<file path="config.mk">
export PLATFORM = sky130hd
export DESIGN_NAME = sequence_reorder_buffer_core
export DESIGN_NICKNAME = d
export VERILOG_FILES = /design/src/design/srb_pkg.sv /design/src/design/srb_ram.sv /design/src/design/sequence_reorder_buffer_core.sv
export VERILOG_INCLUDE_DIRS = /design/src /design/src/design
export SDC_FILE = /design/constraint.sdc
export NUM_CORES = 2
export LEC_CHECK = 0
export ABC_CLOCK_PERIOD_IN_PS = 19500
export BUFFER_PORTS_ARGS = -buffer_cell sky130_fd_sc_hd__buf_2
export CAP_MARGIN = 20
export CORE_MARGIN = 2
export CORE_UTILIZATION = 50
export DETAILED_ROUTE_END_ITERATION = 10
export GPL_TIMING_DRIVEN = 0
export HOLD_SLACK_MARGIN = 0.08
export PLACE_DENSITY = 0.77
export SYNTH_ARGS = -nofsm -noshare
export SYNTH_HDL_FRONTEND = slang
export SYNTH_SLANG_ARGS = --single-unit
</file>
<file path="constraint.sdc">
create_clock -name clk -period 19.5 [get_ports clk]
set_clock_uncertainty 0.05 [all_clocks]
set_input_delay 3.9 -clock clk [delete_from_list [all_inputs] [get_ports clk]]
set_output_delay 3.9 -clock clk [all_outputs]
set_load 0.05 [all_outputs]
</file>
<file path="src/design/sequence_reorder_buffer_core_macros.svh">
// ----------------------------------------------------------------------------
// sequence reorder buffer assertion macros
// shared concurrent assertion forms, clocked on clk, reset on rst_n
// ----------------------------------------------------------------------------
`ifndef SEQUENCE_REORDER_BUFFER_CORE_MACROS_SVH
`define SEQUENCE_REORDER_BUFFER_CORE_MACROS_SVH

// condition holds at every edge out of reset
`define SRB_ASSERT_ALWAYS(lbl, cond, msg) \
    lbl: assert property (@(posedge clk) disable iff (!rst_n) (cond)) else $error(msg);

// same-cycle implication
`define SRB_ASSERT_IMPL(lbl, ante, cons, msg) \
    lbl: assert property (@(posedge clk) disable iff (!rst_n) (ante) |-> (cons)) \
        else $error(msg);

// next-cycle implication
`define SRB_ASSERT_NEXT(lbl, ante, cons, msg) \
    lbl: assert property (@(posedge clk) disable iff (!rst_n) (ante) |=> (cons)) \
        else $error(msg);

`endif

</file>
<file path="src/design/srb_pkg.sv">
// ----------------------------------------------------------------------------
// srb_pkg
// types and codes of the sequence reorder buffer
// ----------------------------------------------------------------------------
package srb_pkg;

    localparam int ID_W   = 31;
    localparam int DATA_W = 32;
    localparam int OCC_W  = 5;
    localparam int ST_W   = 3;
    localparam int ENT_W  = ID_W + DATA_W;

    localparam logic [1:0] KIND_APPEND = 2'd0;
    localparam logic [1:0] KIND_INSERT = 2'd1;
    localparam logic [1:0] KIND_POP    = 2'd2;
    localparam logic [1:0] KIND_NONE   = 2'd3;

    localparam logic [ST_W-1:0] STAT_OK    = 3'd0;
    localparam logic [ST_W-1:0] STAT_DUP   = 3'd1;
    localparam logic [ST_W-1:0] STAT_FULL  = 3'd2;
    localparam logic [ST_W-1:0] STAT_ORDER = 3'd3;
    localparam logic [ST_W-1:0] STAT_EMPTY = 3'd4;

    typedef struct packed {
        logic [1:0]        kind;
        logic [ID_W-1:0]   seq_id;
        logic [DATA_W-1:0] entry_data;
    } req_word_t;

    typedef struct packed {
        logic [ST_W-1:0]   status;
        logic              front_valid;
        logic [ID_W-1:0]   front_id;
        logic [DATA_W-1:0] front_data;
        logic [OCC_W-1:0]  occupancy;
    } rsp_word_t;

    typedef enum logic [2:0] {
        ST_IDLE,
        ST_SCAN,
        ST_SHIFT,
        ST_PLACE,
        ST_POP_WAIT,
        ST_FINISH
    } srb_state_t;

endpackage

</file>
<file path="src/design/srb_ram.sv">
// ----------------------------------------------------------------------------
// srb_ram
// generic simple dual port ram, one write, one registered read
// ----------------------------------------------------------------------------
module srb_ram #(
    parameter int WIDTH = 8,
    parameter int DEPTH = 16
) (
    input  logic                     clk,
    input  logic                     we,
    input  logic [$clog2(DEPTH)-1:0] waddr,
    input  logic [WIDTH-1:0]         wdata,
    input  logic [$clog2(DEPTH)-1:0] raddr,
    output logic [WIDTH-1:0]         rdata
);

    logic [WIDTH-1:0] mem [DEPTH];

    always_ff @(posedge clk)
    begin
        if (we)
        begin
            mem[waddr] <= wdata;
        end
        rdata <= mem[raddr];
    end

endmodule

</file>
<file path="src/design/sequence_reorder_buffer_core.sv">
// ----------------------------------------------------------------------------
// sequence_reorder_buffer_core
// bounded reorder buffer kept in id order, stored as a ring in one ram
// ----------------------------------------------------------------------------
//  channel | valid     | stall     | word
//  req     | req_valid | req_stall | kind, seq_id, entry_data
//  rsp     | rsp_valid | rsp_stall | status, front, occupancy
//
//  append, pop of the last entry, edge inserts, rejects in idle: idle, then finish
//  pop with entries left: idle, pop wait (ram read of the new front), finish
//  middle insert: idle, scan reads up to the insert point, shift steps
//  moving entries up a slot, place, finish; scan rejects skip shift and place
//  reset empties the buffer at once, ram contents are never cleared
//  a stalled response holds the block in its finish state
// ----------------------------------------------------------------------------
module sequence_reorder_buffer_core #(
    parameter int DEPTH = 16
) (
    input  logic              clk,
    input  logic              rst_n,
    input  srb_pkg::req_word_t req,
    input  logic              req_valid,
    output logic              req_stall,
    output srb_pkg::rsp_word_t rsp,
    output logic              rsp_valid,
    input  logic              rsp_stall
);
    import srb_pkg::*;

    localparam int AW = $clog2(DEPTH);
    localparam int CW = $clog2(DEPTH + 1);
    localparam int SW = CW + 1;

    // logical index k to ram address, ring starts at head
    function automatic logic [AW-1:0] phys(logic [AW-1:0] h, logic [CW-1:0] k);
        logic [SW-1:0] s;
        s = SW'(h) + SW'(k);
        if (s >= SW'(DEPTH))
        begin
            s = s - SW'(DEPTH);
        end
        return s[AW-1:0];
    endfunction

    srb_state_t state_reg, state_next;

    logic [CW-1:0]     count_reg, count_next;
    logic [AW-1:0]     head_reg, head_next;
    logic [CW-1:0]     k_reg, k_next;
    logic [CW-1:0]     j_reg, j_next;
    logic [ID_W-1:0]   front_id_reg, front_id_next;
    logic [DATA_W-1:0] front_data_reg, front_data_next;
    logic [ID_W-1:0]   back_id_reg, back_id_next;
    logic [ID_W-1:0]   id_reg, id_next;
    logic [DATA_W-1:0] data_reg, data_next;
    logic [ST_W-1:0]   status_reg, status_next;
    rsp_word_t         rsp_reg, rsp_next;
    logic              rsp_valid_reg, rsp_valid_next;

    logic              we;
    logic [AW-1:0]     waddr, raddr;
    logic [ENT_W-1:0]  wdata, rdata;
    logic [ID_W-1:0]   rd_id;

    logic accept, full, empty, edge_dup, go_scan, go_pop_wait;
    logic scan_ge, scan_last, shift_last, rsp_free;

    srb_ram #(
        .WIDTH (ENT_W),
        .DEPTH (DEPTH)
    ) u_ram (
        .clk   (clk),
        .we    (we),
        .waddr (waddr),
        .wdata (wdata),
        .raddr (raddr),
        .rdata (rdata)
    );

    assign rd_id      = rdata[ENT_W-1:DATA_W];
    assign req_stall  = (state_reg != ST_IDLE);
    assign accept     = req_valid && !req_stall;
    assign full       = (count_reg == CW'(DEPTH));
    assign empty      = (count_reg == '0);
    assign edge_dup   = (req.seq_id == front_id_reg) || (req.seq_id == back_id_reg);
    // insert that falls strictly between front and back needs a scan
    assign go_scan    = (req.kind == KIND_INSERT) && !full && !empty && !edge_dup
                        && !(front_id_reg > req.seq_id) && !(back_id_reg < req.seq_id);
    assign go_pop_wait = (req.kind == KIND_POP) && (count_reg > CW'(1));
    assign scan_ge    = (rd_id >= id_reg);
    assign scan_last  = ((k_reg + CW'(1)) >= count_reg);
    assign shift_last = (j_reg == k_reg);
    assign rsp_free   = !rsp_valid_reg || !rsp_stall;

    // next state
    always_comb
    begin
        state_next = state_reg;
        case (state_reg)
            ST_IDLE:
            begin
                if (accept)
                begin
                    if (go_scan)
                        state_next = ST_SCAN;
                    else if (go_pop_wait)
                        state_next = ST_POP_WAIT;
                    else
                        state_next = ST_FINISH;
                end
            end
            ST_SCAN:
            begin
                if (scan_ge)
                    state_next = (rd_id == id_reg) ? ST_FINISH : ST_SHIFT;
                else if (scan_last)
                    state_next = ST_FINISH;
            end
            ST_SHIFT:
            begin
                if (shift_last)
                    state_next = ST_PLACE;
            end
            ST_PLACE:    state_next = ST_FINISH;
            ST_POP_WAIT: state_next = ST_FINISH;
            ST_FINISH:
            begin
                if (rsp_free)
                    state_next = ST_IDLE;
            end
            default:     state_next = ST_IDLE;
        endcase
    end

    // datapath and ram control
    always_comb
    begin
        count_next      = count_reg;
        head_next       = head_reg;
        k_next          = k_reg;
        j_next          = j_reg;
        front_id_next   = front_id_reg;
        front_data_next = front_data_reg;
        back_id_next    = back_id_reg;
        id_next         = id_reg;
        data_next       = data_reg;
        status_next     = status_reg;
        rsp_next        = rsp_reg;
        rsp_valid_next  = rsp_valid_reg && rsp_stall;
        we              = 1'b0;
        waddr           = phys(head_reg, count_reg);
        wdata           = {req.seq_id, req.entry_data};
        raddr           = phys(head_reg, CW'(1));

        case (state_reg)
            ST_IDLE:
            begin
                if (accept)
                begin
                    id_next     = req.seq_id;
                    data_next   = req.entry_data;
                    status_next = STAT_OK;
                    case (req.kind)
                        KIND_APPEND, KIND_INSERT:
                        begin
                            if (full)
                            begin
                                status_next = STAT_FULL;
                            end
                            else if (req.kind == KIND_INSERT && !empty && edge_dup)
                            begin
                                status_next = STAT_DUP;
                            end
                            else if (req.kind == KIND_INSERT && !empty
                                     && front_id_reg > req.seq_id)
                            begin
                                // new front, ring head steps back
                                head_next       = (head_reg == '0) ? AW'(DEPTH - 1)
                                                                   : head_reg - AW'(1);
                                we              = 1'b1;
                                waddr           = head_next;
                                front_id_next   = req.seq_id;
                                front_data_next = req.entry_data;
                                count_next      = count_reg + CW'(1);
                            end
                            else if (req.kind == KIND_APPEND || !go_scan)
                            begin
                                // plain append at the back
                                we           = 1'b1;
                                back_id_next = req.seq_id;
                                count_next   = count_reg + CW'(1);
                                if (empty)
                                begin
                                    front_id_next   = req.seq_id;
                                    front_data_next = req.entry_data;
                                end
                            end
                            else
                            begin
                                k_next = CW'(1);
                            end
                        end
                        KIND_POP:
                        begin
                            if (empty)
                            begin
                                status_next = STAT_EMPTY;
                            end
                            else
                            begin
                                count_next = count_reg - CW'(1);
                                head_next  = phys(head_reg, CW'(1));
                            end
                        end
                        default: ;
                    endcase
                end
            end
            ST_SCAN:
            begin
                if (scan_ge)
                begin
                    if (rd_id == id_reg)
                    begin
                        status_next = STAT_DUP;
                    end
                    else
                    begin
                        j_next = count_reg - CW'(1);
                        raddr  = phys(head_reg, count_reg - CW'(1));
                    end
                end
                else if (scan_last)
                begin
                    status_next = STAT_ORDER;
                end
                else
                begin
                    k_next = k_reg + CW'(1);
                    raddr  = phys(head_reg, k_reg + CW'(1));
                end
            end
            ST_SHIFT:
            begin
                // entry j moves up one slot, read of j-1 overlaps
                we    = 1'b1;
                waddr = phys(head_reg, j_reg + CW'(1));
                wdata = rdata;
                if (!shift_last)
                begin
                    j_next = j_reg - CW'(1);
                    raddr  = phys(head_reg, j_reg - CW'(1));
                end
            end
            ST_PLACE:
            begin
                we         = 1'b1;
                waddr      = phys(head_reg, k_reg);
                wdata      = {id_reg, data_reg};
                count_next = count_reg + CW'(1);
            end
            ST_POP_WAIT:
            begin
                front_id_next   = rd_id;
                front_data_next = rdata[DATA_W-1:0];
            end
            ST_FINISH:
            begin
                if (rsp_free)
                begin
                    rsp_valid_next       = 1'b1;
                    rsp_next.status      = status_reg;
                    rsp_next.front_valid = !empty;
                    rsp_next.front_id    = empty ? '0 : front_id_reg;
                    rsp_next.front_data  = empty ? '0 : front_data_reg;
                    rsp_next.occupancy   = OCC_W'(count_reg);
                end
            end
            default: ;
        endcase
    end

    always_ff @(posedge clk or negedge rst_n)
    begin
        if (!rst_n)
        begin
            state_reg     <= ST_IDLE;
            count_reg     <= '0;
            head_reg      <= '0;
            rsp_valid_reg <= 1'b0;
        end
        else
        begin
            state_reg     <= state_next;
            count_reg     <= count_next;
            head_reg      <= head_next;
            rsp_valid_reg <= rsp_valid_next;
        end
    end

    always_ff @(posedge clk)
    begin
        k_reg          <= k_next;
        j_reg          <= j_next;
        front_id_reg   <= front_id_next;
        front_data_reg <= front_data_next;
        back_id_reg    <= back_id_next;
        id_reg         <= id_next;
        data_reg       <= data_next;
        status_reg     <= status_next;
        rsp_reg        <= rsp_next;
    end

    assign rsp       = rsp_reg;
    assign rsp_valid = rsp_valid_reg;

    `include "sequence_reorder_buffer_core_macros.svh"

    `SRB_ASSERT_ALWAYS(a_count_bound, count_reg <= CW'(DEPTH), "occupancy above depth")
    `SRB_ASSERT_NEXT(a_accept_busy, accept, state_reg != ST_IDLE, "accept left block idle")
    `SRB_ASSERT_IMPL(a_shift_range, state_reg == ST_SHIFT,
                     j_reg >= k_reg && j_reg < count_reg, "shift index out of range")
    `SRB_ASSERT_IMPL(a_empty_front, rsp_valid && !rsp.front_valid,
                     rsp.front_id == '0 && rsp.occupancy == '0, "empty response with front")

endmodule

</file>
* Word level (Yosys, flattened, before mapping)
Memories as Yosys holds them, arrays and structs flattened. A register that Yosys moved wholly into a read port is not among the register bits.
Cells that the tools add are included.
Widths: inputs -> output; s select.
** Storage, ports and cells
- Register bits after elaboration :: 255
- Latch bits :: 0
- Memory bits (writable) :: 1008
- Memory bits (read-only) :: 0
- Input port bits :: 69
- Output and inout bits :: 74
- Logic and storage cells :: 228
- Memories kept :: 1
** Cells by class
- Add/subtract/negate cells :: 20
- Multipliers :: 0
- Div/mod/pow operators :: 0
- Magnitude comparators :: 12
- Eq/ne operators :: 38
- Shift-type cells :: 0
- Mux-type cells :: 91
- Bitwise gates (word level) :: 3
- Reductions and logical operators :: 46
** Memory list
- u_ram.mem :: words 16, width 63, read ports 1, clocked after Yosys merged registers in 1, wr ports 1, RTL line srb_ram.sv:17 : logic [WIDTH-1:0] mem [DEPTH];
** Operators by type and width (number)
- $mux 32 :: 7
- $mux 31 :: 7
- $pmux 63 s2 :: 1
- $eq 31x31->1 :: 3
- $mux 5 :: 17
- $mux 4 :: 21
- $pmux 32 s2 :: 1
- $pmux 31 s2 :: 1
- $pmux 5 s2 :: 4
- $add 4x5->6 :: 6
- $ge 6x5->1 const B :: 6
- $mux 3 :: 12
- $ne 2x2->1 const B :: 16
- $sub 4x1->4 const B :: 8
- $ge 31x31->1 :: 1
- $gt 31x31->1 :: 1
- $lt 31x31->1 :: 1
- $reduce_and 7->1 :: 4
- $ne 3x3->1 const B :: 7
- $pmux 4 s2 :: 2
- $add 5x1->5 const B :: 3
- $pmux 3 s5 :: 1
- $mux 1 :: 12
- $pmux 3 s2 :: 2
- 32 further kinds :: 66

* Longest topological paths before layout
- Depth after elaboration :: 18
- Mapped depth :: 17
- Gate-level depth less buffers :: 15

* Hierarchy
A second synthesis with hierarchy kept.
** Second synthesis, totals
- Cell total of the unflattened synthesis :: 2865
- Area, all modules :: 53467.5 µm²
** By module, submodules not included
- srb_ram :: times used 1, cells each 1622, area each 38989.9 µm², seq. area each 31530.2 µm²
- sequence_reorder_buffer_core :: times used 1, cells each 1243, area each 14477.6 µm², seq. area each 7592.3 µm²

* Least setup slack after synthesis
Ideal clock, no wire load.
- Kind :: in2reg
- Start point :: input req[43] in the netlist's numbering
- End point :: memory u_ram.mem[10][0] in the netlist's numbering, enable pin
- Library setup time :: 641 ps
- Arrival :: 12234 ps
- Required time :: 18809 ps
- Path slack :: 6575 ps
- Cell stages on the path :: 13
- Path buffers :: 1
- Cell sequence :: inv_1 > ha_1 > and4_1 > nor4bb_1 > nand4_1 > a21oi_1 > a211o_1 > buf_2 > nor2_1 > o211a_1 > o311ai_0 > o21ai_0 > nor4_1
** On the way
- Word-level cells in the longest chain between the ends :: 17
- Elaborated cells on any way between the ends :: 30
- Classes of those cells :: order compare (2); eq/ne (2); mux (15); reduce/logical (11)
** RTL lines
- start: declaration :: RTL line sequence_reorder_buffer_core.sv:21 : input srb_pkg::req_word_t req,
- parallel branches: the longest is 17 deep, another holds $gt 31x31->1
- end: declaration :: RTL line srb_ram.sv:17
Several ways; the timed one is not identified.

* Worst setup path after layout
- Start point :: input req[57] in the netlist's numbering
- End point :: memory u_ram.mem[2][5] in the netlist's numbering, enable pin
Same word-level chain as after synthesis.

==> reports/qor.csv <==
metric,value,unit
rows,121,
report.final.slew_viol_count,0,
synth-edff-count,1250,
critPathSlowestCell,nor4_1,
portBuffers,141,
cts.path.max_buffers,3,
cts_hold_buf,0,
cts_resized,0,
hold_class,register to register,
rr_worst_depth,18,
crit_fanout,9,
clk_root_buffer_cell,clkbuf_16,
grt_pass1_wl,232,mm
setup_viol,0,
die-height,335,µm
coreArea,109000,µm²
synth.area.top_cells,"edfxtp_1 (69%), nand2_1 (6.0%), mux2i_1 (3.6%)",
whs,0.403,ns
vias,37345,
totalWireLength,160,mm
firstDrtPassIters,6,
grt_max_degree,43,
multiInputGateArea,14500,µm²
status,completed,
synth_top_area_share,68.6,%
cts_tree,built,
clock_sinks,1326,
endpoint,u_ram.mem[2][5]$_DFFE_PP_,
post-dp-hpwl,111,mm
crit_cells,20,
htree_levels,4,
fin_nets,4753,
setup_ws,9.57,ns
syn_area_per_cell,13.6,µm²
period_needed,9.93,ns
crit_buf_inv,9,
end_kind,register,
die_area,112000,µm²
max_cap_violations,0,
finalCoreUtilization,58.7,%
fmax,0.101,GHz
synthCells,4037,
yosysWarnings,0,
clk_latency,0.74,ns
rsz0062_at_grt,false,
synth.distinct_cells,79,
timing.rr.start,back_id_reg[25]$_DFFE_PP_,
die_x,335,µm
path_class,primary input to register,
cp.required,19.87,ns
clkTransAtPathRegs,0.06,ns
layout-drive-gt1-share,15.8,%
wire_per_inst,26.3,µm
synthFlopType,edfxtp_1,
grt_pass1_vias,36598,
overflow,0,
synthArstFlopShare,0.980,%
syn_nets,4232,
critPathArrivalTime,10.30,ns
start_kind,primary input,
slew_headroom,13.2,%
syn_to_final_growth,16.4,%
max_stage_delay,0.96,ns
ys_ff_latch,1326,
worstPathCellList,buf_2 -> inv_1 -> ha_1 -> nand4_1 -> nor4_1 -> nand3_1 -> a21oi_1 -> a211o_1 -> buf_2 -> nor2_1 -> o211a_1 -> o311ai_0 -> o21ai_0 -> nor4_2 -> buf_4 -> buf_4 -> buf_6 -> buf_4 -> buf_4 -> buf_4,
hold_violations,0,
yosysTopAreaCell,edfxtp_1,
grt_usage,28.3,%
tightest_slew,1.29,ns
postCtsSetupBuffers,0,
crit_top_cell,buf_4,
post-route-drc-count,0,
ant_nets,0,
r2r_slack,12.60,ns
worstSetupStartpoint,req[57],
largest_reg_flops,1008,
initial_core_util,50.4,%
fillerInstances,8045,
boundaryPins,143,
path_delay_family,simple AND/OR/NAND/NOR gates,
cts-buffers-inserted,131,
antenna_found_initial,14,
yosysSeqAreaShare,71.4,%
via_per_inst,6.14,
preCtsSetupSlack,9.06,ns
gp_congestion,0.920,
r2r_end,u_ram.mem[2][5]$_DFFE_PP_,
min_period_over_period,50.9,%
drt_iter0_drc,5158,
synth_area,54800,µm²
seq_area,39100,µm²
-- worst min-delay path by stage --
| stage | startpoint | endpoint | cells after the start |
|---|---|---|---|
| after floorplan | status_reg[0]$_SDFFCE_PP1P_ | rsp[69]$_DFFE_PP_ | 0 |
| after global routing | status_reg[1]$_DFFE_PP_ | rsp[70]$_DFFE_PP_ | 0 |
| after global placement | status_reg[0]$_SDFFCE_PP1P_ | rsp[69]$_DFFE_PP_ | 0 |
| final | status_reg[1]$_DFFE_PP_ | rsp[70]$_DFFE_PP_ | 0 |
| after CTS | status_reg[0]$_SDFFCE_PP1P_ | rsp[69]$_DFFE_PP_ | 0 |
| after detailed placement | status_reg[0]$_SDFFCE_PP1P_ | rsp[69]$_DFFE_PP_ | 0 |
-- layer usage --
metal / up-vias / track usage (%) / routed length [µm]
met5: - / 0 / 15
met4: 2 / 15.5 / 9480
met3: 517 / 8.80 / 21500
met2: 2730 / 43.8 / 72100
met1: 17995 / 35.5 / 57000
li1: 16101 / - / -
-- area by class of cell --
class                   count  share of cell area (%)
repair buffers            388                    4.41
well taps                1414                    2.77
inverters                  84                   0.498
diodes                      2                 0.00785
flip-flops and latches   1326                    61.4
plain buffers             221                    1.50
clock buffers             181                    5.77
clock inverters            60                   0.946
multi-input cells        2406                    22.7
-- cell usage in the layout, fill, tap and decap left out, drive strengths merged, types with 5 or more instances in the layout --
cell type and instances:
nor2 108, nand2b 5, clkbuf 328, nor2b 7
buf 462, a31oi 129, clkinv 40, dfxtp 63
o31ai 5, edfxtp 1250, and3 8, o21ai 120
nand4 17, a32oi 62, inv 94, nor3 14
o211ai 7, and4 5, fa 5, mux2i 196
mux2 37, nand2 882, bufinv 9, xor2 13
ha 121, o221ai 63, a21o 27, a21oi 116
and2 69, dfrtp 13, xnor2 27, nor4 20
o21a 11, nand3 274
-- cell families after synthesis --
logic type	Yosys count	synth area share (%)
adders and majority gates	126	2.95
AOI/OAI and AO/OA	581	7.04
DFF	1326	71.4
muxes	233	4.34
buffers and inverters	305	2.30
xor gates and xnor gates	41	0.683
and+or+nand+nor	1425	11.2
-- through the flow --
stage	std cells	area, µm²	TNS [ns]
2_1_floorplan	4037	54800	0
3_3_place_gp	5592	57200	-1232.28
3_5_place_dp	5835	59400	0
4_1_cts	6076	63700	0
5_1_grt	6082	63800	0
6_report	6082	63800	0
-- cells in the mapped netlist, types with 7 or more instances --
| cell | n |
|---|---|
| edfxtp_1 | 1250 |
| nand2_1 | 880 |
| nand3_1 | 274 |
| mux2i_1 | 196 |
| clkbuf_1 | 146 |
| a31oi_1 | 129 |
| ha_1 | 121 |
| a21oi_1 | 116 |
| o21ai_0 | 115 |
| nor2_1 | 104 |
| inv_1 | 84 |
| and2_1 | 68 |
| dfxtp_1 | 63 |
| o221ai_1 | 63 |
| a32oi_1 | 62 |
| buf_2 | 60 |
| mux2_2 | 37 |
| a21o_1 | 27 |
| xnor2_1 | 27 |
| nor4_1 | 18 |
| nand4_1 | 17 |
| dfrtp_1 | 13 |
| nor3_1 | 13 |
| xor2_1 | 13 |
| o21a_1 | 11 |
| buf_4 | 9 |
| and3_1 | 8 |
| nor2b_1 | 7 |
| o211ai_1 | 7 |
Power is left out: the tool's default activity adds up to more than one toggle a clock period on the data nets, which glitch-free logic cannot reach.
